File: src/rtl/core/bmpi_pkg.sv
// Shared types and constants for the bus mouse port interface.
`timescale 1ns / 1ps
`default_nettype none

package bmpi_pkg;

  typedef enum logic [2:0] {
    CMD_READ_A  = 3'd0,
    CMD_READ_B  = 3'd1,
    CMD_READ_C  = 3'd2,
    CMD_WRITE_C = 3'd3,
    CMD_BUTTON  = 3'd4,
    CMD_MOTION  = 3'd5,
    CMD_TICK    = 3'd6
  } cmd_t;

  localparam int unsigned NUM_BUTTONS = 3;

  // Port C write bit positions
  localparam int unsigned HOLD_BIT    = 7;
  localparam int unsigned NIB_SEL_LO  = 5;
  localparam int unsigned IRQ_DIS_BIT = 4;

  localparam logic [7:0] PORT_B_VALUE = 8'hFF;

  localparam logic signed [15:0] TAKE_MIN = -16'sd128;
  localparam logic signed [15:0] TAKE_MAX = 16'sd127;
  localparam logic signed [15:0] ACC_MIN  = -16'sd32768;
  localparam logic signed [15:0] ACC_MAX  = 16'sd32767;

  typedef struct packed {
    logic [2:0]         cmd;
    logic [7:0]         port_value;
    logic [1:0]         button_index;
    logic               button_pressed;
    logic signed [15:0] move_x;
    logic signed [15:0] move_y;
  } item_t;

  typedef struct packed {
    logic [7:0] read_data;
    logic       irq_out;
  } result_t;

endpackage

`default_nettype wire

File: src/rtl/core/bmpi_if.sv
// Valid/ready channel interfaces for items and results.
`timescale 1ns / 1ps
`default_nettype none

interface bmpi_in_if;
  logic               valid;
  logic               ready;
  logic [2:0]         cmd;
  logic [7:0]         port_value;
  logic [1:0]         button_index;
  logic               button_pressed;
  logic signed [15:0] move_x;
  logic signed [15:0] move_y;

  modport source (output valid, cmd, port_value, button_index, button_pressed,
                  move_x, move_y, input ready);
  modport sink   (input valid, cmd, port_value, button_index, button_pressed,
                  move_x, move_y, output ready);
endinterface

interface bmpi_out_if;
  logic       valid;
  logic       ready;
  logic [7:0] read_data;
  logic       irq_out;

  modport source (output valid, read_data, irq_out, input ready);
  modport sink   (input valid, read_data, irq_out, output ready);
endinterface

`default_nettype wire

File: src/rtl/core/bmpi_core.sv
// Mouse state registers and per-item update and read logic.
`timescale 1ns / 1ps
`default_nettype none

module bmpi_core (
  input  wire logic             clk,
  input  wire logic             rst_n,
  input  wire logic             fire,
  input  wire bmpi_pkg::item_t  item,
  output bmpi_pkg::result_t     result
);

  logic signed [15:0] pending_x_r, pending_x_nxt;
  logic signed [15:0] pending_y_r, pending_y_nxt;
  logic [2:0]         live_buttons_r, live_buttons_nxt;
  logic [7:0]         held_x_r, held_x_nxt;
  logic [7:0]         held_y_r, held_y_nxt;
  logic [2:0]         held_buttons_r, held_buttons_nxt;
  logic               hold_r, hold_nxt;
  logic [1:0]         nib_sel_r, nib_sel_nxt;
  logic               irq_en_r, irq_en_nxt;
  logic               irq_req_r, irq_req_nxt;
  logic               irq_lvl_r, irq_lvl_nxt;

  logic signed [16:0] sum_x, sum_y;
  logic signed [15:0] sat_x, sat_y;
  logic signed [15:0] take_x, take_y;
  logic [3:0]         nib;
  logic [7:0]         rd;

  // 17-bit sums, clamped back to 16 bits
  assign sum_x = {pending_x_r[15], pending_x_r} + {item.move_x[15], item.move_x};
  assign sum_y = {pending_y_r[15], pending_y_r} + {item.move_y[15], item.move_y};

  always_comb begin
    if (sum_x > 17'sd32767)       sat_x = bmpi_pkg::ACC_MAX;
    else if (sum_x < -17'sd32768) sat_x = bmpi_pkg::ACC_MIN;
    else                          sat_x = sum_x[15:0];
    if (sum_y > 17'sd32767)       sat_y = bmpi_pkg::ACC_MAX;
    else if (sum_y < -17'sd32768) sat_y = bmpi_pkg::ACC_MIN;
    else                          sat_y = sum_y[15:0];
  end

  // Portion moved out on a hold edge, limited to one signed byte
  always_comb begin
    if (pending_x_r < bmpi_pkg::TAKE_MIN)      take_x = bmpi_pkg::TAKE_MIN;
    else if (pending_x_r > bmpi_pkg::TAKE_MAX) take_x = bmpi_pkg::TAKE_MAX;
    else                                       take_x = pending_x_r;
    if (pending_y_r < bmpi_pkg::TAKE_MIN)      take_y = bmpi_pkg::TAKE_MIN;
    else if (pending_y_r > bmpi_pkg::TAKE_MAX) take_y = bmpi_pkg::TAKE_MAX;
    else                                       take_y = pending_y_r;
  end

  always_comb begin
    unique case (nib_sel_r)
      2'd0:    nib = held_x_r[3:0];
      2'd1:    nib = held_x_r[7:4];
      2'd2:    nib = held_y_r[3:0];
      default: nib = held_y_r[7:4];
    endcase
  end

  always_comb begin
    pending_x_nxt    = pending_x_r;
    pending_y_nxt    = pending_y_r;
    live_buttons_nxt = live_buttons_r;
    held_x_nxt       = held_x_r;
    held_y_nxt       = held_y_r;
    held_buttons_nxt = held_buttons_r;
    hold_nxt         = hold_r;
    nib_sel_nxt      = nib_sel_r;
    irq_en_nxt       = irq_en_r;
    irq_req_nxt      = irq_req_r;
    irq_lvl_nxt      = irq_lvl_r;
    rd               = 8'h00;
    unique case (item.cmd)
      bmpi_pkg::CMD_READ_A: rd = {~held_buttons_r, 1'b0, nib};
      bmpi_pkg::CMD_READ_B: rd = bmpi_pkg::PORT_B_VALUE;
      bmpi_pkg::CMD_READ_C: rd = {7'd0, irq_req_r & irq_en_r};
      bmpi_pkg::CMD_WRITE_C: begin
        hold_nxt    = item.port_value[bmpi_pkg::HOLD_BIT];
        nib_sel_nxt = item.port_value[bmpi_pkg::NIB_SEL_LO +: 2];
        irq_en_nxt  = ~item.port_value[bmpi_pkg::IRQ_DIS_BIT];
        if (item.port_value[bmpi_pkg::HOLD_BIT] && !hold_r) begin
          held_buttons_nxt = live_buttons_r;
          held_x_nxt       = take_x[7:0];
          held_y_nxt       = take_y[7:0];
          pending_x_nxt    = pending_x_r - take_x;
          pending_y_nxt    = pending_y_r - take_y;
        end
      end
      bmpi_pkg::CMD_BUTTON: begin
        // button index three is ignored
        if (item.button_index < 2'(bmpi_pkg::NUM_BUTTONS)) begin
          live_buttons_nxt[item.button_index] = item.button_pressed;
        end
      end
      bmpi_pkg::CMD_MOTION: begin
        pending_x_nxt = sat_x;
        pending_y_nxt = sat_y;
      end
      bmpi_pkg::CMD_TICK: begin
        irq_req_nxt = ~irq_req_r;
        irq_lvl_nxt = ~irq_req_r & irq_en_r;
      end
      default: ;
    endcase
  end

  assign result.read_data = rd;
  assign result.irq_out   = irq_lvl_nxt;

  always_ff @(posedge clk) begin
    if (!rst_n) begin
      pending_x_r    <= '0;
      pending_y_r    <= '0;
      live_buttons_r <= '0;
      held_x_r       <= '0;
      held_y_r       <= '0;
      held_buttons_r <= '0;
      hold_r         <= 1'b0;
      nib_sel_r      <= '0;
      irq_en_r       <= 1'b0;
      irq_req_r      <= 1'b0;
      irq_lvl_r      <= 1'b0;
    end else if (fire) begin
      pending_x_r    <= pending_x_nxt;
      pending_y_r    <= pending_y_nxt;
      live_buttons_r <= live_buttons_nxt;
      held_x_r       <= held_x_nxt;
      held_y_r       <= held_y_nxt;
      held_buttons_r <= held_buttons_nxt;
      hold_r         <= hold_nxt;
      nib_sel_r      <= nib_sel_nxt;
      irq_en_r       <= irq_en_nxt;
      irq_req_r      <= irq_req_nxt;
      irq_lvl_r      <= irq_lvl_nxt;
    end
  end

endmodule

`default_nettype wire

File: src/rtl/core/bus_mouse_port_interface.sv
// Top level of the bus mouse port interface: input register, core, result register.
// Bus mouse behind three byte ports. Each item is one port access or one mouse event:
// read A (selected X/Y nibble with inverted held buttons in bits 7:5), read B (0xFF),
// read C (interrupt status in bit 0), write C (hold in bit 7, nibble select in bits
// 6:5, interrupt disable in bit 4; a rising hold latches the buttons and moves up to
// -128..127 of each motion accumulator into the held bytes), a button change, a
// motion delta (saturating 16-bit accumulators) or a timer tick (toggles the request
// and refreshes irq_out). Every item gives exactly one result: read_data (zero for
// non-reads) and irq_out. Throughput is one item per clock while out_bus.ready stays
// high; an accepted item passes the input register and then the result register
// before out_bus.valid rises.
// All state updates happen in the single cycle an item moves from the input register
// into the result register, so back-to-back items see each other's effects in order.
// in_bus.ready stays high while the result register is empty or being drained.
`timescale 1ns / 1ps
`default_nettype none

module bus_mouse_port_interface (
  input  wire logic   clk,
  input  wire logic   rst_n,
  bmpi_in_if.sink     in_bus,
  bmpi_out_if.source  out_bus
);

  bmpi_pkg::item_t   item_r;
  logic              item_vld_r;
  bmpi_pkg::item_t   in_item;
  bmpi_pkg::result_t res;
  bmpi_pkg::result_t res_r;
  logic              out_vld_r;
  logic              adv;      // input register moves into result register
  logic              in_fire;

  assign adv     = item_vld_r && (!out_vld_r || out_bus.ready);
  assign in_fire = in_bus.valid && in_bus.ready;

  assign in_bus.ready = !item_vld_r || adv;

  assign in_item.cmd            = in_bus.cmd;
  assign in_item.port_value     = in_bus.port_value;
  assign in_item.button_index   = in_bus.button_index;
  assign in_item.button_pressed = in_bus.button_pressed;
  assign in_item.move_x         = in_bus.move_x;
  assign in_item.move_y         = in_bus.move_y;

  always_ff @(posedge clk) begin
    if (!rst_n) begin
      item_vld_r <= 1'b0;
    end else if (in_fire) begin
      item_vld_r <= 1'b1;
    end else if (adv) begin
      item_vld_r <= 1'b0;
    end
  end

  always_ff @(posedge clk) begin
    if (in_fire) begin
      item_r <= in_item;
    end
  end

  bmpi_core u_core (
    .clk    (clk),
    .rst_n  (rst_n),
    .fire   (adv),
    .item   (item_r),
    .result (res)
  );

  // Result register; holds while the sink stalls
  always_ff @(posedge clk) begin
    if (!rst_n) begin
      out_vld_r <= 1'b0;
    end else if (adv) begin
      out_vld_r <= 1'b1;
    end else if (out_bus.ready) begin
      out_vld_r <= 1'b0;
    end
  end

  always_ff @(posedge clk) begin
    if (adv) begin
      res_r <= res;
    end
  end

  assign out_bus.valid     = out_vld_r;
  assign out_bus.read_data = res_r.read_data;
  assign out_bus.irq_out   = res_r.irq_out;

endmodule

`default_nettype wire

File: src/flat_wrapper.sv
// flat-port wrapper written by rule: the top's interface ports become plain ports
module bus_mouse_port_interface_flat 
  (clk, rst_n, in_bus_valid, in_bus_cmd, in_bus_port_value, in_bus_button_index, in_bus_button_pressed, in_bus_move_x, in_bus_move_y, in_bus_ready, out_bus_valid, out_bus_read_data, out_bus_irq_out, out_bus_ready);
  bmpi_in_if in_bus_i ();
  bmpi_out_if out_bus_i ();
  input  wire logic clk;
  input  wire logic rst_n;
  input wire logic [$bits(in_bus_i.valid)-1:0] in_bus_valid;
  input wire logic [$bits(in_bus_i.cmd)-1:0] in_bus_cmd;
  input wire logic [$bits(in_bus_i.port_value)-1:0] in_bus_port_value;
  input wire logic [$bits(in_bus_i.button_index)-1:0] in_bus_button_index;
  input wire logic [$bits(in_bus_i.button_pressed)-1:0] in_bus_button_pressed;
  input wire logic [$bits(in_bus_i.move_x)-1:0] in_bus_move_x;
  input wire logic [$bits(in_bus_i.move_y)-1:0] in_bus_move_y;
  output wire logic [$bits(in_bus_i.ready)-1:0] in_bus_ready;
  output wire logic [$bits(out_bus_i.valid)-1:0] out_bus_valid;
  output wire logic [$bits(out_bus_i.read_data)-1:0] out_bus_read_data;
  output wire logic [$bits(out_bus_i.irq_out)-1:0] out_bus_irq_out;
  input wire logic [$bits(out_bus_i.ready)-1:0] out_bus_ready;
  assign in_bus_i.valid = in_bus_valid;
  assign in_bus_i.cmd = in_bus_cmd;
  assign in_bus_i.port_value = in_bus_port_value;
  assign in_bus_i.button_index = in_bus_button_index;
  assign in_bus_i.button_pressed = in_bus_button_pressed;
  assign in_bus_i.move_x = in_bus_move_x;
  assign in_bus_i.move_y = in_bus_move_y;
  assign in_bus_ready = in_bus_i.ready;
  assign out_bus_valid = out_bus_i.valid;
  assign out_bus_read_data = out_bus_i.read_data;
  assign out_bus_irq_out = out_bus_i.irq_out;
  assign out_bus_i.ready = out_bus_ready;
  bus_mouse_port_interface u_core (.clk(clk), .rst_n(rst_n), .in_bus(in_bus_i), .out_bus(out_bus_i));
endmodule
File: config.mk
export PLATFORM = sky130hd
export DESIGN_NAME = bus_mouse_port_interface_flat
export DESIGN_NICKNAME = d
export VERILOG_FILES = /design/src/rtl/core/bmpi_pkg.sv /design/src/rtl/core/bmpi_if.sv /design/src/rtl/core/bmpi_core.sv /design/src/rtl/core/bus_mouse_port_interface.sv /design/src/flat_wrapper.sv
export SDC_FILE = /design/constraint.sdc
export NUM_CORES = 1
export LEC_CHECK = 0
export BUFFER_PORTS_ARGS = -buffer_cell sky130_fd_sc_hd__buf_2
export CORE_UTILIZATION = 61
export CTS_CLUSTER_SIZE = 25
export DETAILED_ROUTE_END_ITERATION = 10
export PLACE_DENSITY = 0.81
export SYNTH_ARGS = -nofsm -noshare
export SYNTH_HDL_FRONTEND = slang
export SYNTH_SLANG_ARGS = --single-unit
File: constraint.sdc
create_clock -name clk -period 3.5 [get_ports clk]
set_input_delay 0 -clock clk [delete_from_list [all_inputs] [get_ports clk]]
set_output_delay 0 -clock clk [all_outputs]
set_load 0.01 [all_outputs]
==> impl_metrics.tcl <==
set metrics [dict create \
    period_needed_ps 3350 \
    async_flop_share_pct 0 \
    clkLatencyLatePin_ps 420 \
    drc 0 \
    tns_ps 0 \
    fin_util_pct 75.60 \
    synth.avg_cell_area_um2 9.061 \
    crit_path_cell_trace "nor4_1, a21oi_2, o21a_1, ha_1, inv_1, fa_1, a21o_1, a21oi_1, o21ai_0, a31oi_1, a311oi_1, xor2_1, o221ai_1, a21oi_1" \
    wire_per_inst_um 17.81 \
    clockBufferDepth 2 \
    required_ps 3790 \
    clock-sinks 113 \
    wirelength_mm 19.50 \
    gp_congestion 0.9116 \
    slew-limit-headroom_pct 28.75 \
    clkTransAtPathRegs_ps 60 \
    io_pins 61 \
    r2r_end "u_core.u_core.pending_x_r[14]" \
    drt-initial-drc-count 715 \
    critPathCaptureType "register" \
    critPathLaunchType "register" \
    min_path_cells 3 \
    drv_cap 0 \
    dieArea_um2 12730 \
    grt.total_usage_pct 31.22 \
    worstSetupPathType "register to register" \
    num_antenna_cells 0 \
    synth_top_area_cell "edfxtp_1" \
    rsz0062_at_grt "false" \
    design_area_um2 9081 \
    num_vias 7003 \
    grt_pass1_wl_mm 31.33 \
    cpMaxStageDelayCell "dfxtp_1" \
    synthTopCellsByCount "a21oi_1, o21ai_0, nor2_1" \
    start_util_pct 62.39 \
    cts_buffers 17 \
    cp_common_cell "a21oi_1" \
    hp-start "rst_n" \
    drv_slew 0 \
    synth-seq-cells 113 \
    dpl.hpwl_mm 13.14 \
    p_seq_share_pct 34.8 \
    drive_above_1_share_pct 14.56 \
    core_area_um2 12010 \
    p_clk_share_pct 42.6 \
    r2r_cells 14 \
    synth_ff_type "dfxtp_1" \
    drt_first_pass_iters 6 \
    cts-root-buf "clkbuf_16" \
    r2r_slack_ps 150 \
    finClkSkew_ps 7.763 \
    synth_edf_count 51 \
    cts_tree "built" \
    avgViaCountPerCell 6.395 \
    p_leak_nw 3.758 \
    p_sw_share_pct 28.38 \
    io_buffers 56 \
    critPathMaxStageDelay_ps 460 \
    setup_viol 0 \
    overflow 0 \
    rows 40 \
    min_period_over_period_pct 95.72 \
    worst-path-max-fanout 7 \
    peakVddDrop_v 0.0005823 \
    synthMostInstantiatedCell "a21oi_1" \
    hp-class "primary input to register" \
    hold_viol_final 0 \
    grt_max_degree 43 \
    synth.cell_area_um2 7493 \
    worstMarginPinSlew_ps 1068 \
    fillers 829 \
    grt_pass1_vias 6781 \
    timing.rr.start "u_core.u_core.pending_x_r[14]" \
    yosys_warnings 0 \
    status "finished clean" \
    antenna_left 0 \
    p_sw_mw 1.203 \
    crit_start "u_core.u_core.pending_x_r[14]" \
    place_area_um2 7968 \
    syn_inst 827 \
    htree_levels 4 \
    nNetsFinal 1045 \
    p_per_area_nw_per_um2 466.7 \
    min_to "u_core.u_core.pending_x_r[12]" \
    antenna_found_initial 0 \
    pwr-share-comb_pct 22.6 \
    die_w_um 112.8 \
    die_y_um 112.8 \
    ys_seq_area_share_pct 37.00 \
    maxClockFrequency_mhz 298.5 \
    syn_to_final_growth_pct 21.19 \
    p_int_mw 3.035 \
    synth_cell_types 75 \
    yosys-top-cells-area "edfxtp_1, dfxtp_1, ha_1" \
    crit_arrival_ps 3640 \
    syn-num-nets 937 \
    synth_top_area_share_pct 20.44 \
]
## worst max-delay path by stage
stage | end | slack (ps) | depth (start not counted)
5_1_grt | u_core.u_core.pending_x_r[10] | 4 | 14
6_report | u_core.u_core.pending_x_r[14] | 150 | 14
3_3_place_gp | u_core.u_core.pending_y_r[14] | 310 | 12
2_1_floorplan | u_core.u_core.pending_y_r[6] | 290 | 14
4_1_cts | u_core.u_core.pending_x_r[13] | 110 | 12
3_5_place_dp | u_core.u_core.pending_x_r[13] | 120 | 12
## flip-flops by register name (all words and copies together) (netlist names)
name and count:
u_core.item_r 42, u_core.item_vld_r 1, u_core.out_bus.irq_out 1, u_core.out_bus.read_data 8, u_core.out_bus.valid 1, u_core.u_core.held_buttons_r 3, u_core.u_core.held_x_r 8, u_core.u_core.held_y_r 8
u_core.u_core.hold_r 1, u_core.u_core.irq_en_r 1, u_core.u_core.irq_lvl_r 1, u_core.u_core.irq_req_r 1, u_core.u_core.live_buttons_r 3, u_core.u_core.nib_sel_r 2, u_core.u_core.pending_x_r 16, u_core.u_core.pending_y_r 16
## metrics by stage
stage | setup WS (ps) | std cells | hold WS, ps | power, mW
floorplan | 291.9 | 827 | 98.87 | 2.160
global placement | 313.4 | 1016 | 175.9 | 2.331
detailed placement | 120.9 | 1016 | 178.1 | 2.367
CTS | 112.2 | 1093 | 145.5 | 4.209
global route | 3.510 | 1095 | 178.5 | 4.392
finish | 149.7 | 1095 | 164.9 | 4.238
## cells by family (layout without fill, tap and decap cells)
group	Yosys count	count (layout)	share of synthesized area, %
multiplexers	15	15	2.688
flip-flops	113	113	37.00
XOR/XNOR	45	45	5.260
AND/OR/NAND/NOR	216	216	14.09
buffers and inverters	73	194	3.991
adder cells (fa/ha/maj)	64	64	10.85
AO/OA/AOI/OAI	301	301	26.11
## per-layer routing
metal / wire length, µm / GRT usage, % / vias up
li1: - / - / 3324
met1: 8224 / 38.14 / 3250
met2: 9268 / 52.30 / 378
met3: 1403 / 5.945 / 51
met4: 605 / 16.89 / 0
met5: 0 / 0 / -
## cells in the final DEF, fill, tap and decap left out, drive strengths merged, types with 7 or more instances in the layout
master,instances
a211oi,12
a21boi,7
a21o,16
a21oi,84
a31oi,19
buf,81
clkbuf,20
dfxtp,62
dlygate4sd3,45
edfxtp,51
ha,57
inv,39
mux2i,10
nand2,59
nand2b,11
nand3,15
nand4,9
nor2,64
nor2b,14
nor3,11
o211ai,14
o21a,11
o21ai,74
o21bai,8
o221ai,7
xnor2,27
xor2,18
## layout make-up
type	instances	area [µm²]	share of cell area, %
flip-flops and latches	113	2773	30.53
clock buffers	20	467.9	5.153
multi-input cells	641	4451	49.01
well taps	147	183.9	2.025
repair buffers	126	918.4	10.11
clock inverters	12	152.6	1.681
inverters	36	135.1	1.488
## critical path, delay by kind of cell (launching register included)
kind | cells | cell delay, ps
XOR/XNOR | 1 | 170
buffers and inverters | 1 | 60
AO/OA/AOI/OAI | 9 | 1820
AND/OR/NAND/NOR | 1 | 130
flip-flops | 1 | 460
adder cells (fa/ha/maj) | 2 | 570
## power groups by stage
stage          Combinational, mW  Sequential [mW]  Clock, mW
3_5_place_dp               0.868             1.50          0
6_report                   0.957             1.47       1.81
3_3_place_gp               0.834             1.50          0
2_1_floorplan              0.671             1.49          0
5_1_grt                     1.04             1.48       1.87
4_1_cts                    0.922             1.47       1.82
## timing repair
| item | CTS | global route |
|---|---|---|
| endpoints found under the setup margin | 0 | 12 |
| setup buffers | 0 | 2 |
| hold endpoints to repair | 44 | 0 |
| gates resized for setup | 0 | 8 |
| hold buffers | 45 | 0 |
(Power assumes the default switching activity.)
